<file path="config.mk">
export PLATFORM = sky130hd
export DESIGN_NAME = gwm_front
export DESIGN_NICKNAME = d
export VERILOG_FILES = /design/src/design/gwm_pkg.sv /design/src/design/gwm_front.sv
export SDC_FILE = /design/constraint.sdc
export NUM_CORES = 1
export LEC_CHECK = 0
export ABC_CLOCK_PERIOD_IN_PS = 6100
export BUFFER_PORTS_ARGS = -buffer_cell sky130_fd_sc_hd__buf_2
export CORE_UTILIZATION = 55
export CTS_BUF_LIST = sky130_fd_sc_hd__clkbuf_16
export DETAILED_ROUTE_END_ITERATION = 16
export HOLD_SLACK_MARGIN = 0.08
export PLACE_DENSITY = 0.78
export SKIP_LAST_GASP = 1
export SLEW_MARGIN = 20
export SYNTH_ARGS = -nofsm -noshare
export SYNTH_HDL_FRONTEND = slang
export SYNTH_SLANG_ARGS = --single-unit
</file>
<file path="constraint.sdc">
create_clock -name clk -period 6.1 [get_ports clk]
set_clock_uncertainty 0.15 [all_clocks]
set_input_delay 1.22 -clock clk [delete_from_list [all_inputs] [get_ports clk]]
set_output_delay 1.22 -clock clk [all_outputs]
set_load 0.005 [all_outputs]
</file>
<file path="src/design/gwm_pkg.sv">
// Shared types, constants and neighbor tables for the grid walkability map.
// No dependencies; imported by every module of the block except gwm_ram.
package gwm_pkg;

    localparam int COORD_W = 16;
    localparam int DIM_W   = 9;
    localparam int EXT_W   = 18;
    localparam int ID_W    = 17;
    localparam int COST_W  = 4;
    localparam int DIST_W  = 21;
    localparam int OP_W    = 3;
    localparam int NB_N    = 8;
    localparam int DATA_W  = 32;
    localparam int PADDR_W = 3;

    localparam int DEF_MAX_WIDTH  = 256;
    localparam int DEF_MAX_HEIGHT = 256;

    localparam logic [OP_W-1:0] OP_CLEAR  = 3'd0;
    localparam logic [OP_W-1:0] OP_FILL   = 3'd1;
    localparam logic [OP_W-1:0] OP_QUERY  = 3'd2;
    localparam logic [OP_W-1:0] OP_EXPAND = 3'd3;
    localparam logic [OP_W-1:0] OP_DIST   = 3'd4;

    localparam logic [COST_W-1:0] COST_STRAIGHT = 4'd10;
    localparam logic [COST_W-1:0] COST_DIAG     = 4'd14;

    // register select bit of paddr
    localparam logic REG_WIDTH  = 1'b0;
    localparam logic REG_HEIGHT = 1'b1;

    typedef enum logic [2:0] {
        CMD_CLEAR,
        CMD_FILL,
        CMD_QUERY,
        CMD_EXPAND,
        CMD_DIST
    } cmd_kind_t;

    // classified command handed from front to back
    typedef struct packed {
        cmd_kind_t              kind;
        logic [DIM_W-1:0]       x;
        logic [DIM_W-1:0]       y;
        logic [NB_N-1:0]        inb;
        logic                   qok;
        logic [DIM_W-1:0]       fx0;
        logic [DIM_W-1:0]       fx1;
        logic [DIM_W-1:0]       fy0;
        logic [DIM_W-1:0]       fy1;
        logic                   fval;
        logic [EXT_W-1:0]       dsum;
    } cmd_t;

    typedef struct packed {
        logic                   walkable;
        logic                   nvalid;
        logic [ID_W-1:0]        id;
        logic [COST_W-1:0]      cost;
        logic [DIST_W-1:0]      dist_x10;
        logic                   last;
    } result_t;

    typedef enum logic [3:0] {
        ST_CLEAR,
        ST_IDLE,
        ST_FILL_SETUP,
        ST_FILL,
        ST_QRY_READ,
        ST_QRY_RESP,
        ST_EXP_READ,
        ST_EXP_WAIT,
        ST_EXP_EMIT,
        ST_DIST
    } back_state_t;

    // neighbor k: column index 0..2 stands for offset -1..1 (column outer)
    function automatic logic [1:0] nb_col(input logic [2:0] k);
        logic [1:0] c;
        case (k)
            3'd0, 3'd1, 3'd2: c = 2'd0;
            3'd3, 3'd4:       c = 2'd1;
            default:          c = 2'd2;
        endcase
        return c;
    endfunction

    // neighbor k: row index 0..2 (row inner, center skipped)
    function automatic logic [1:0] nb_row(input logic [2:0] k);
        logic [1:0] r;
        case (k)
            3'd0, 3'd3, 3'd5: r = 2'd0;
            3'd1, 3'd6:       r = 2'd1;
            default:          r = 2'd2;
        endcase
        return r;
    endfunction

    function automatic logic [COST_W-1:0] nb_cost(input logic [2:0] k);
        logic [COST_W-1:0] c;
        case (k)
            3'd0, 3'd2, 3'd5, 3'd7: c = COST_DIAG;
            default:                c = COST_STRAIGHT;
        endcase
        return c;
    endfunction

endpackage

</file>
<file path="src/design/gwm_front.sv">
// Front end: accepts items, classifies them, clips fill rectangles, checks
// neighbor bounds, sums distances, and holds commands in a two-entry queue.
// Depends on gwm_pkg.
module gwm_front (
    input  logic                          clk,
    input  logic                          rst_n,
    input  logic                          push,
    output logic                          full,
    input  logic [gwm_pkg::OP_W-1:0]      op,
    input  logic signed [gwm_pkg::COORD_W-1:0] x_coord,
    input  logic signed [gwm_pkg::COORD_W-1:0] y_coord,
    input  logic                          above_ground,
    input  logic [gwm_pkg::COORD_W-1:0]   half_width,
    input  logic [gwm_pkg::COORD_W-1:0]   half_height,
    input  logic                          fill_value,
    input  logic signed [gwm_pkg::COORD_W-1:0] goal_x,
    input  logic signed [gwm_pkg::COORD_W-1:0] goal_y,
    input  logic [gwm_pkg::DIM_W-1:0]     eff_w,
    input  logic [gwm_pkg::DIM_W-1:0]     eff_h,
    input  logic                          hold,
    input  logic                          q_pop,
    output logic                          q_empty,
    output gwm_pkg::cmd_t                 q_head
);
    import gwm_pkg::*;

    logic signed [EXT_W-1:0] sx, sy, sgx, sgy, sw, sh, wm1, hm1;
    logic signed [EXT_W-1:0] x0, x1, y0, y1, x0c, x1c, y0c, y1c;
    logic signed [EXT_W-1:0] ax, ay, xc, yc;
    logic [2:0]              col_ok, row_ok;
    logic                    fill_empty, keep, accept;
    cmd_t                    cmd;

    cmd_t       q_mem_reg [2];
    logic       wr_ptr_reg, rd_ptr_reg;
    logic [1:0] cnt_reg;

    // sign/zero extension to a common width
    always_comb
    begin
        sx  = EXT_W'(x_coord);
        sy  = EXT_W'(y_coord);
        sgx = EXT_W'(goal_x);
        sgy = EXT_W'(goal_y);
        sw  = $signed(EXT_W'(eff_w));
        sh  = $signed(EXT_W'(eff_h));
        wm1 = sw - 18'sd1;
        hm1 = sh - 18'sd1;
    end

    // fill rectangle clipped to the map
    always_comb
    begin
        x0  = sx - $signed(EXT_W'(half_width));
        x1  = sx + $signed(EXT_W'(half_width));
        y0  = sy - $signed(EXT_W'(half_height));
        y1  = sy + $signed(EXT_W'(half_height));
        x0c = (x0 < 0) ? '0 : x0;
        y0c = (y0 < 0) ? '0 : y0;
        x1c = (x1 > wm1) ? wm1 : x1;
        y1c = (y1 > hm1) ? hm1 : y1;
        fill_empty = (x0c > x1c) || (y0c > y1c);
    end

    // neighbor column/row bounds
    always_comb
    begin
        for (int c = 0; c < 3; c++)
        begin
            xc = sx + EXT_W'(c) - 18'sd1;
            yc = sy + EXT_W'(c) - 18'sd1;
            col_ok[c] = (xc >= 0) && (xc < sw);
            row_ok[c] = (yc >= 0) && (yc < sh);
        end
    end

    // Manhattan distance (times ten applied in the back end)
    always_comb
    begin
        ax = (sx > sgx) ? (sx - sgx) : (sgx - sx);
        ay = (sy > sgy) ? (sy - sgy) : (sgy - sy);
    end

    // classify
    always_comb
    begin
        cmd.x    = x_coord[DIM_W-1:0];
        cmd.y    = y_coord[DIM_W-1:0];
        for (int k = 0; k < NB_N; k++)
        begin
            cmd.inb[k] = col_ok[nb_col(3'(k))] && row_ok[nb_row(3'(k))];
        end
        cmd.qok  = !above_ground && col_ok[1] && row_ok[1];
        cmd.fx0  = x0c[DIM_W-1:0];
        cmd.fx1  = x1c[DIM_W-1:0];
        cmd.fy0  = y0c[DIM_W-1:0];
        cmd.fy1  = y1c[DIM_W-1:0];
        cmd.fval = fill_value;
        cmd.dsum = EXT_W'(ax + ay);
        cmd.kind = CMD_CLEAR;
        keep     = 1'b0;
        case (op)
            OP_CLEAR:
            begin
                cmd.kind = CMD_CLEAR;
                keep     = 1'b1;
            end
            OP_FILL:
            begin
                cmd.kind = CMD_FILL;
                keep     = !above_ground && !fill_empty;
            end
            OP_QUERY:
            begin
                cmd.kind = CMD_QUERY;
                keep     = 1'b1;
            end
            OP_EXPAND:
            begin
                cmd.kind = CMD_EXPAND;
                keep     = 1'b1;
            end
            OP_DIST:
            begin
                cmd.kind = CMD_DIST;
                keep     = 1'b1;
            end
            default:
            begin
                keep = 1'b0;
            end
        endcase
    end

    assign full    = (cnt_reg == 2'd2) || hold;
    assign accept  = push && !full;
    assign q_empty = (cnt_reg == 2'd0);
    assign q_head  = q_mem_reg[rd_ptr_reg];

    // command queue
    always_ff @(posedge clk or negedge rst_n)
    begin
        if (!rst_n)
        begin
            wr_ptr_reg <= 1'b0;
            rd_ptr_reg <= 1'b0;
            cnt_reg    <= 2'd0;
        end
        else
        begin
            if (accept && keep)
            begin
                wr_ptr_reg <= !wr_ptr_reg;
            end
            if (q_pop)
            begin
                rd_ptr_reg <= !rd_ptr_reg;
            end
            cnt_reg <= cnt_reg + 2'((accept && keep) ? 1 : 0) - 2'(q_pop ? 1 : 0);
        end
    end

    always_ff @(posedge clk)
    begin
        if (accept && keep)
        begin
            q_mem_reg[wr_ptr_reg] <= cmd;
        end
    end

endmodule

</file>
==> reports/metrics.cfg, run 1 <==
[final_layout]
layout.nets = 2942
final-instance-count-excl-fill = 2949
largest_register_ffs = 170
layout-drive-gt1-share_pct = 34.2
area_growth_syn_to_layout_pct = 34.4
final_core_utilization_pct = 75.1

[route]
avgViaCountPerCell = 5.76
drt_wl_total_um = 56800
drt-wirelength-per-cell_um = 19.3
remaining_drc_errors = 0
drtAntennaViolNets = 0
detail_route.first_pass.iterations = 6
total_number_of_vias = 17000
drt-initial-drc-count = 1291

[worst_setup_path]
setup.reg_to_reg.worst_slack_ps = 3400
worst-endpoint-arrival_ps = 7570
critPathMaxStageDelay_ps = 420
slowest_cell_on_the_critical_path = or3_4
largest_fanout_on_the_critical_path = 8
category_of_the_critical_setup_timing_path = in -> reg
cp-end-kind = flop
startpoint_type = input pin
critical_path_required_ps = 6120

[die]
die_y_um = 181
area_inside_the_core_boundary_mm2 = 0.0315
die_width_um = 181
initial_cell_density_of_the_core_pct = 55.8
core.rowCount = 65
boundaryPins = 211
design.die.area_mm2 = 0.0327

[timing]
fin_worst_hold_slack_ps = 385
post-route-period-util_pct = 124
worst_slack_ps = -1450
timing.final.max_slew_violations = 0
max_slew.worst_pin.slew_ps = 778
rsz0062_at_grt = yes
fin_crit_ps = 7550
final-hold-violation-count = 0
max-slew-margin-rel_pct = 47.6
setup-tns-final_ps = -233710
fmax_ghz = 0.132
final-setup-viol-count = 173

[synthesis]
post_synth_inst_count = 1908
flip_flop_and_latch_count_after_synthesis = 174
ys.flop_type = edfxtp_1
biggest_area_consumer_among_synthesized_cells = edfxtp_1
synth.area.top_cells = edfxtp_1 29%, ha_1 20%, mux2_2 6.3%, xnor2_1 5.6%, inv_1 4.5%
synth-seq-area-share_pct = 29.6
synth.top_cells.by_count = 276 x ha_1, 212 x inv_1, 170 x edfxtp_1
number_of_warnings_printed_during_yosys_synthesis = 0
synthesized_net_count = 2317
async_flop_share_pct = 2.30
synth_top_cell_area_share_pct = 29.0
synth.cell_area_mm2 = 0.0176
yosys.cell_types.count = 69
synth_enable_flop_cells = 170
synth_most_common_cell = ha_1
synth_area_per_cell_um2 = 9.21

[status]
outcome = complete, but fails checks
violations = setup timing

[global_routing]
grt-ovfl-total = 0
grt_first_pass_wirelength_um = 84400
antenna_found_initial = 0
grt.total_usage_pct = 32.6
grt_start_max_net_pins = 46
grt_pass1_vias = 16600

[power_and_ir_drop]
cellPowerDensity_mw_per_mm2 = 250
max-vdd-ir-drop_uv = 311
power.leakage_nw = 11.2
p_total_w = 0.00591

[placed_design]
detailed_place_hpwl_um = 44000
routabilityCongestion = 0.970
port_buffer_count = 210
place_inst = 2893

[clocking]
tritoncts_clock_tree = done
h-tree-depth = 4
tritoncts.num_buffers = 17
clk_transition_reported_paths_ps = 70
clock_tree.buffer_depth = 2
clk_root_buffer_cell = clkbuf_16
worst_skew_pair.late_latency_ps = 450
cts_sinks = 174

[job]
drv.max_cap_violation_count = 0

[min_path]
min_path_type = reg -> reg

==> per-stage QoR <==
stage          area (um2)  setup WS [ps]
2_1_floorplan       17700          -2050
3_3_place_gp        22400          -1690
3_5_place_dp        22400          -2020
4_1_cts             23100          -1190
5_1_grt             23600          -1700
6_report            23600          -1450
==> worst max-delay path, delay by kind of cell <==
kind / cells / cell delay, ps
buffers and inverters: 8 / 1230
muxes: 2 / 440
adders and majority gates: 3 / 860
AOI/OAI and AO/OA: 10 / 2180
and+or+nand+nor: 9 / 1590
==> path summary, 6_finish.rpt <==
kind,end,startpoint,cells after the start
worst min-delay path,cnt_reg[1],cnt_reg[1],1
worst max register to register,q_mem_reg[1][16],cnt_reg[0],9
worst max-delay path,q_mem_reg[1][16],x_coord[1],32
worst min register to register,cnt_reg[1],cnt_reg[1],1
min in group asynchronous,rd_ptr_reg,rst_n,1
max in group asynchronous,rd_ptr_reg,rst_n,1
==> placed cells by master, fill, tap and decap left out, types with 32 or more instances in the layout <==
| master | synthesis | routed |
|---|---|---|
| nor3_1 | 48 | 48 |
| nand4_1 | 32 | 32 |
| nand3_1 | 37 | 36 |
| edfxtp_1 | 170 | 170 |
| mux2_2 | 98 | 98 |
| nor2b_1 | 37 | 36 |
| buf_2 | 11 | 207 |
| ha_1 | 276 | 268 |
| inv_1 | 212 | 206 |
| nand2_1 | 87 | 87 |
| nor2_1 | 154 | 151 |
| xnor2_1 | 113 | 109 |
| buf_4 | 3 | 429 |
| o21ai_0 | 66 | 63 |
| a21oi_1 | 148 | 138 |
| a21o_1 | 67 | 67 |
==> cell families (layout without fill, tap and decap cells) <==
logic type / count (synthesis) / count (layout) / synth area share [%]
fa+ha+maj: 285 / 285 / 20.7
flops: 174 / 174 / 29.6
mux: 127 / 127 / 7.93
xor+xnor: 136 / 136 / 6.78
simple gates: 485 / 485 / 13.4
buf+inv: 273 / 911 / 6.06
other cells: 0 / 1 / 0
compound gates: 428 / 428 / 15.5
==> metal layers <==
layer  part of all wire (%)  GRT usage (%)  up-vias
met1                     42           41.4     8098
met5                      0              0        -
met2                     47           54.5      688
met4                    4.3           16.0        0
met3                    6.8           4.56      133
li1                       -              -     8077
==> repair_timing <==
action	CTS	global route
hold buffers	0	0
gates cloned	1	11
pin swaps	3	21
resized for setup	14	57
setup endpoints to repair	173	181
buffers inserted	4	8
==> report_power, final <==
part	total (W)	leakage, nW	switching (W)	internal, W
logic	0.00321	9.30	0.00164	0.00157
clock network	0.00107	0.280	0.000526	0.000544
registers	0.00164	1.62	0.0000953	0.00154
==> area by class of cell <==
type	count	area, um2
clock inverter	15	146
inverter	212	807
tap	402	503
timing repair buffer	667	4870
antenna	1	2.50
multi-input combinational	1461	11700
clock buffer	17	425
sequential	174	5210
fill	2169	7850
(Power assumes the default switching activity.)
==> run 2: changes to the inputs <==
CORE_MARGIN = 2   (was unset)
TNS_END_PERCENT = 100   (was unset)
==> run 2 against run 1 <==
- the run still ends with setup timing left
- core utilization increased by 0.81 points
- non-clock buffer count increased by 1
- final area increased by 1.1%
- first-iteration DRC count increased by 10%
- count of clock-buffer cells in the layout unchanged
- via count increased by 0.24%
- wire length increased by 3.4%
- final cell count unchanged
- largest cell class unchanged
- largest power group unchanged
==> reports/metrics.cfg, run 2 (synthesis results as in run 1) <==
[timing]
max-slew-margin-rel_pct = 47.6  ; about the same
timing.final.max_slew_violations = 0  ; unchanged
rsz0062_at_grt = yes
fin_crit_ps = 7600  ; +46.3 ps
final-hold-violation-count = 0  ; unchanged
post-route-period-util_pct = 125  ; +0.76 points
worst_slack_ps = -1500  ; -46.3 ps
final-setup-viol-count = 173  ; unchanged
fmax_ghz = 0.132  ; -0.61%
max_slew.worst_pin.slew_ps = 787  ; +8.08 ps

[status]
outcome = complete, but fails checks
violations = setup timing

[worst_setup_path]
startpoint_type = input pin
largest_fanout_on_the_critical_path = 8  ; unchanged
slowest_cell_on_the_critical_path = a221o_1
critPathMaxStageDelay_ps = 390  ; -30 ps
worst-endpoint-arrival_ps = 7620  ; +50 ps
cp-end-kind = flop
category_of_the_critical_setup_timing_path = in -> reg
critical-path-top-cell-by-count = a21oi_2
critical_path_required_ps = 6120  ; about the same

[final_layout]
largest_register_ffs = 170  ; unchanged
final_core_utilization_pct = 75.9  ; +0.81 points
area_growth_syn_to_layout_pct = 35.9
ff_latch_area_mm2 = 0.00521  ; unchanged
layout_commonest_cell = buf_4
final-instance-count-excl-fill = 2949  ; unchanged
layout.nets = 2943  ; +0.034%
layout-drive-gt1-share_pct = 34.2  ; about the same
fillers = 2119  ; -2.3%
most-common-layout-cells = 417 x buf_4, 267 x ha_1, 207 x buf_2, 204 x inv_1, 170 x edfxtp_1
antenna_fix_cells = 0  ; -1
area_of_combinational_cells_with_multiple_inputs_mm2 = 0.0117  ; about the same

[power_and_ir_drop]
p_total_w = 0.00609  ; +2.9%
power.leakage_nw = 11.3  ; +0.96%
max-vdd-ir-drop_uv = 294  ; -5.4%
cellPowerDensity_mw_per_mm2 = 255  ; +1.8%

[die]
design.die.area_mm2 = 0.0334  ; +2.2%
die_y_um = 183  ; +1.1%
die_width_um = 183  ; +1.1%
boundaryPins = 211  ; unchanged
area_inside_the_core_boundary_mm2 = 0.0315  ; unchanged
core.rowCount = 65  ; unchanged
initial_cell_density_of_the_core_pct = 55.8  ; unchanged

[clocking]
clk_transition_reported_paths_ps = 70  ; about the same
tritoncts.num_buffers = 17  ; unchanged
cts_sinks = 174  ; unchanged
h-tree-depth = 4  ; unchanged
worst_skew_pair.late_latency_ps = 450  ; about the same
clock_tree.buffer_depth = 2  ; unchanged
tritoncts_clock_tree = done
clk_root_buffer_cell = clkbuf_16

[route]
drt_wl_total_um = 58700  ; +3.4%
drt-wirelength-per-cell_um = 19.9  ; +3.4%
total_number_of_vias = 17000  ; +0.24%
remaining_drc_errors = 0  ; unchanged
avgViaCountPerCell = 5.78  ; +0.24%
drt-initial-drc-count = 1425  ; +10%
drtAntennaViolNets = 0  ; unchanged
detail_route.first_pass.iterations = 5  ; -1

[global_routing]
grt_pass1_vias = 17000  ; +2.5%
grt.total_usage_pct = 34.2  ; +1.6 points
grt_first_pass_wirelength_um = 89200  ; +5.7%
grt-ovfl-total = 0  ; unchanged
grt_start_max_net_pins = 56  ; +22%
antenna_found_initial = 1  ; +1

[placed_design]
detailed_place_hpwl_um = 44000  ; +0.12%
place_inst = 2870  ; -0.80%
routabilityCongestion = 1.01  ; +4.3%
port_buffer_count = 210  ; unchanged
detailedPlace.worstSlack_ps = -2000  ; +12.5 ps

[job]
drv.max_cap_violation_count = 0  ; unchanged

[min_path]
min_path_type = reg -> reg

## run 2: cell types whose count changed in the layout (fill, tap and decap cells not counted), moves of 3 or more
| cell | before | now |
|---|---|---|
| buf_4 | 429 | 417 |
| buf_16 | 2 | 13 |
| buf_6 | 5 | 13 |
| clkbuf_16 | 25 | 18 |
| bufbuf_16 | 0 | 4 |
| bufinv_16 | 0 | 4 |
| clkinv_4 | 0 | 3 |
| inv_8 | 5 | 2 |
## run 2: area by class of cell
class | instances | area share, %
multi-input combinational | 1461 | 48.8
sequential | 174 | 21.8
timing repair buffer | 668 | 21.2
inverter | 212 | 3.38
tap | 402 | 2.11
clock buffer | 17 | 1.78
clock inverter | 15 | 0.870
## run 2: per-stage QoR
stage / area (um2) / TNS (ps) / hold WS [ps]
after floorplan: 17700 / -349940 / 317
after global placement: 22100 / -275370 / 337
after detailed placement: 22100 / -316530 / 354
after CTS: 23600 / -200440 / 380
after global routing: 23900 / -281710 / 384
final: 23900 / -247150 / 369
## run 2: routing by layer
metal	up-vias	routed length, um	global-route usage, %	share of wire, %
met5	-	17	0	0.029
met4	2	2610	15.1	4.4
met3	168	3670	5.08	6.3
met2	694	28500	59.4	48
met1	8079	24000	42.2	41
li1	8093	-	-	-
## run 2: worst max-delay path: cells and delay by family
kind            cells  cell delay, ps
mux                 1             330
buf+inv             6            1000
xor+xnor            1              90
compound gates     17            3360
fa+ha+maj           4             990
simple gates        4             650
## run 2: timing repair
item,in CTS,in global routing
setup buffers,19,12
endpoints found under the hold margin,0,0
pin swaps,14,11
hold buffers,0,0
endpoints found under the setup margin,173,179
gates resized for setup,59,40
cloned,15,1
## run 2: worst paths after layout
| kind | from | endpoint | slack (ps) | cells after the start |
|---|---|---|---|---|
| max | y_coord[0] | q_mem_reg[0][35] | -1500 | 33 |
| min | cnt_reg[1] | cnt_reg[1] | 370 | 1 |
| max reg2reg | cnt_reg[0] | q_mem_reg[0][35] | 3240 | 9 |
| min reg2reg | cnt_reg[1] | cnt_reg[1] | 370 | 1 |
| max in group asynchronous | rst_n | rd_ptr_reg | 5210 | 1 |
| min in group asynchronous | rst_n | rd_ptr_reg | 430 | 1 |
## run 2: where the power goes
part	switching, W	internal (W)
logic	0.00164	0.00161
registers	0.000116	0.00154
clock network	0.000490	0.000692
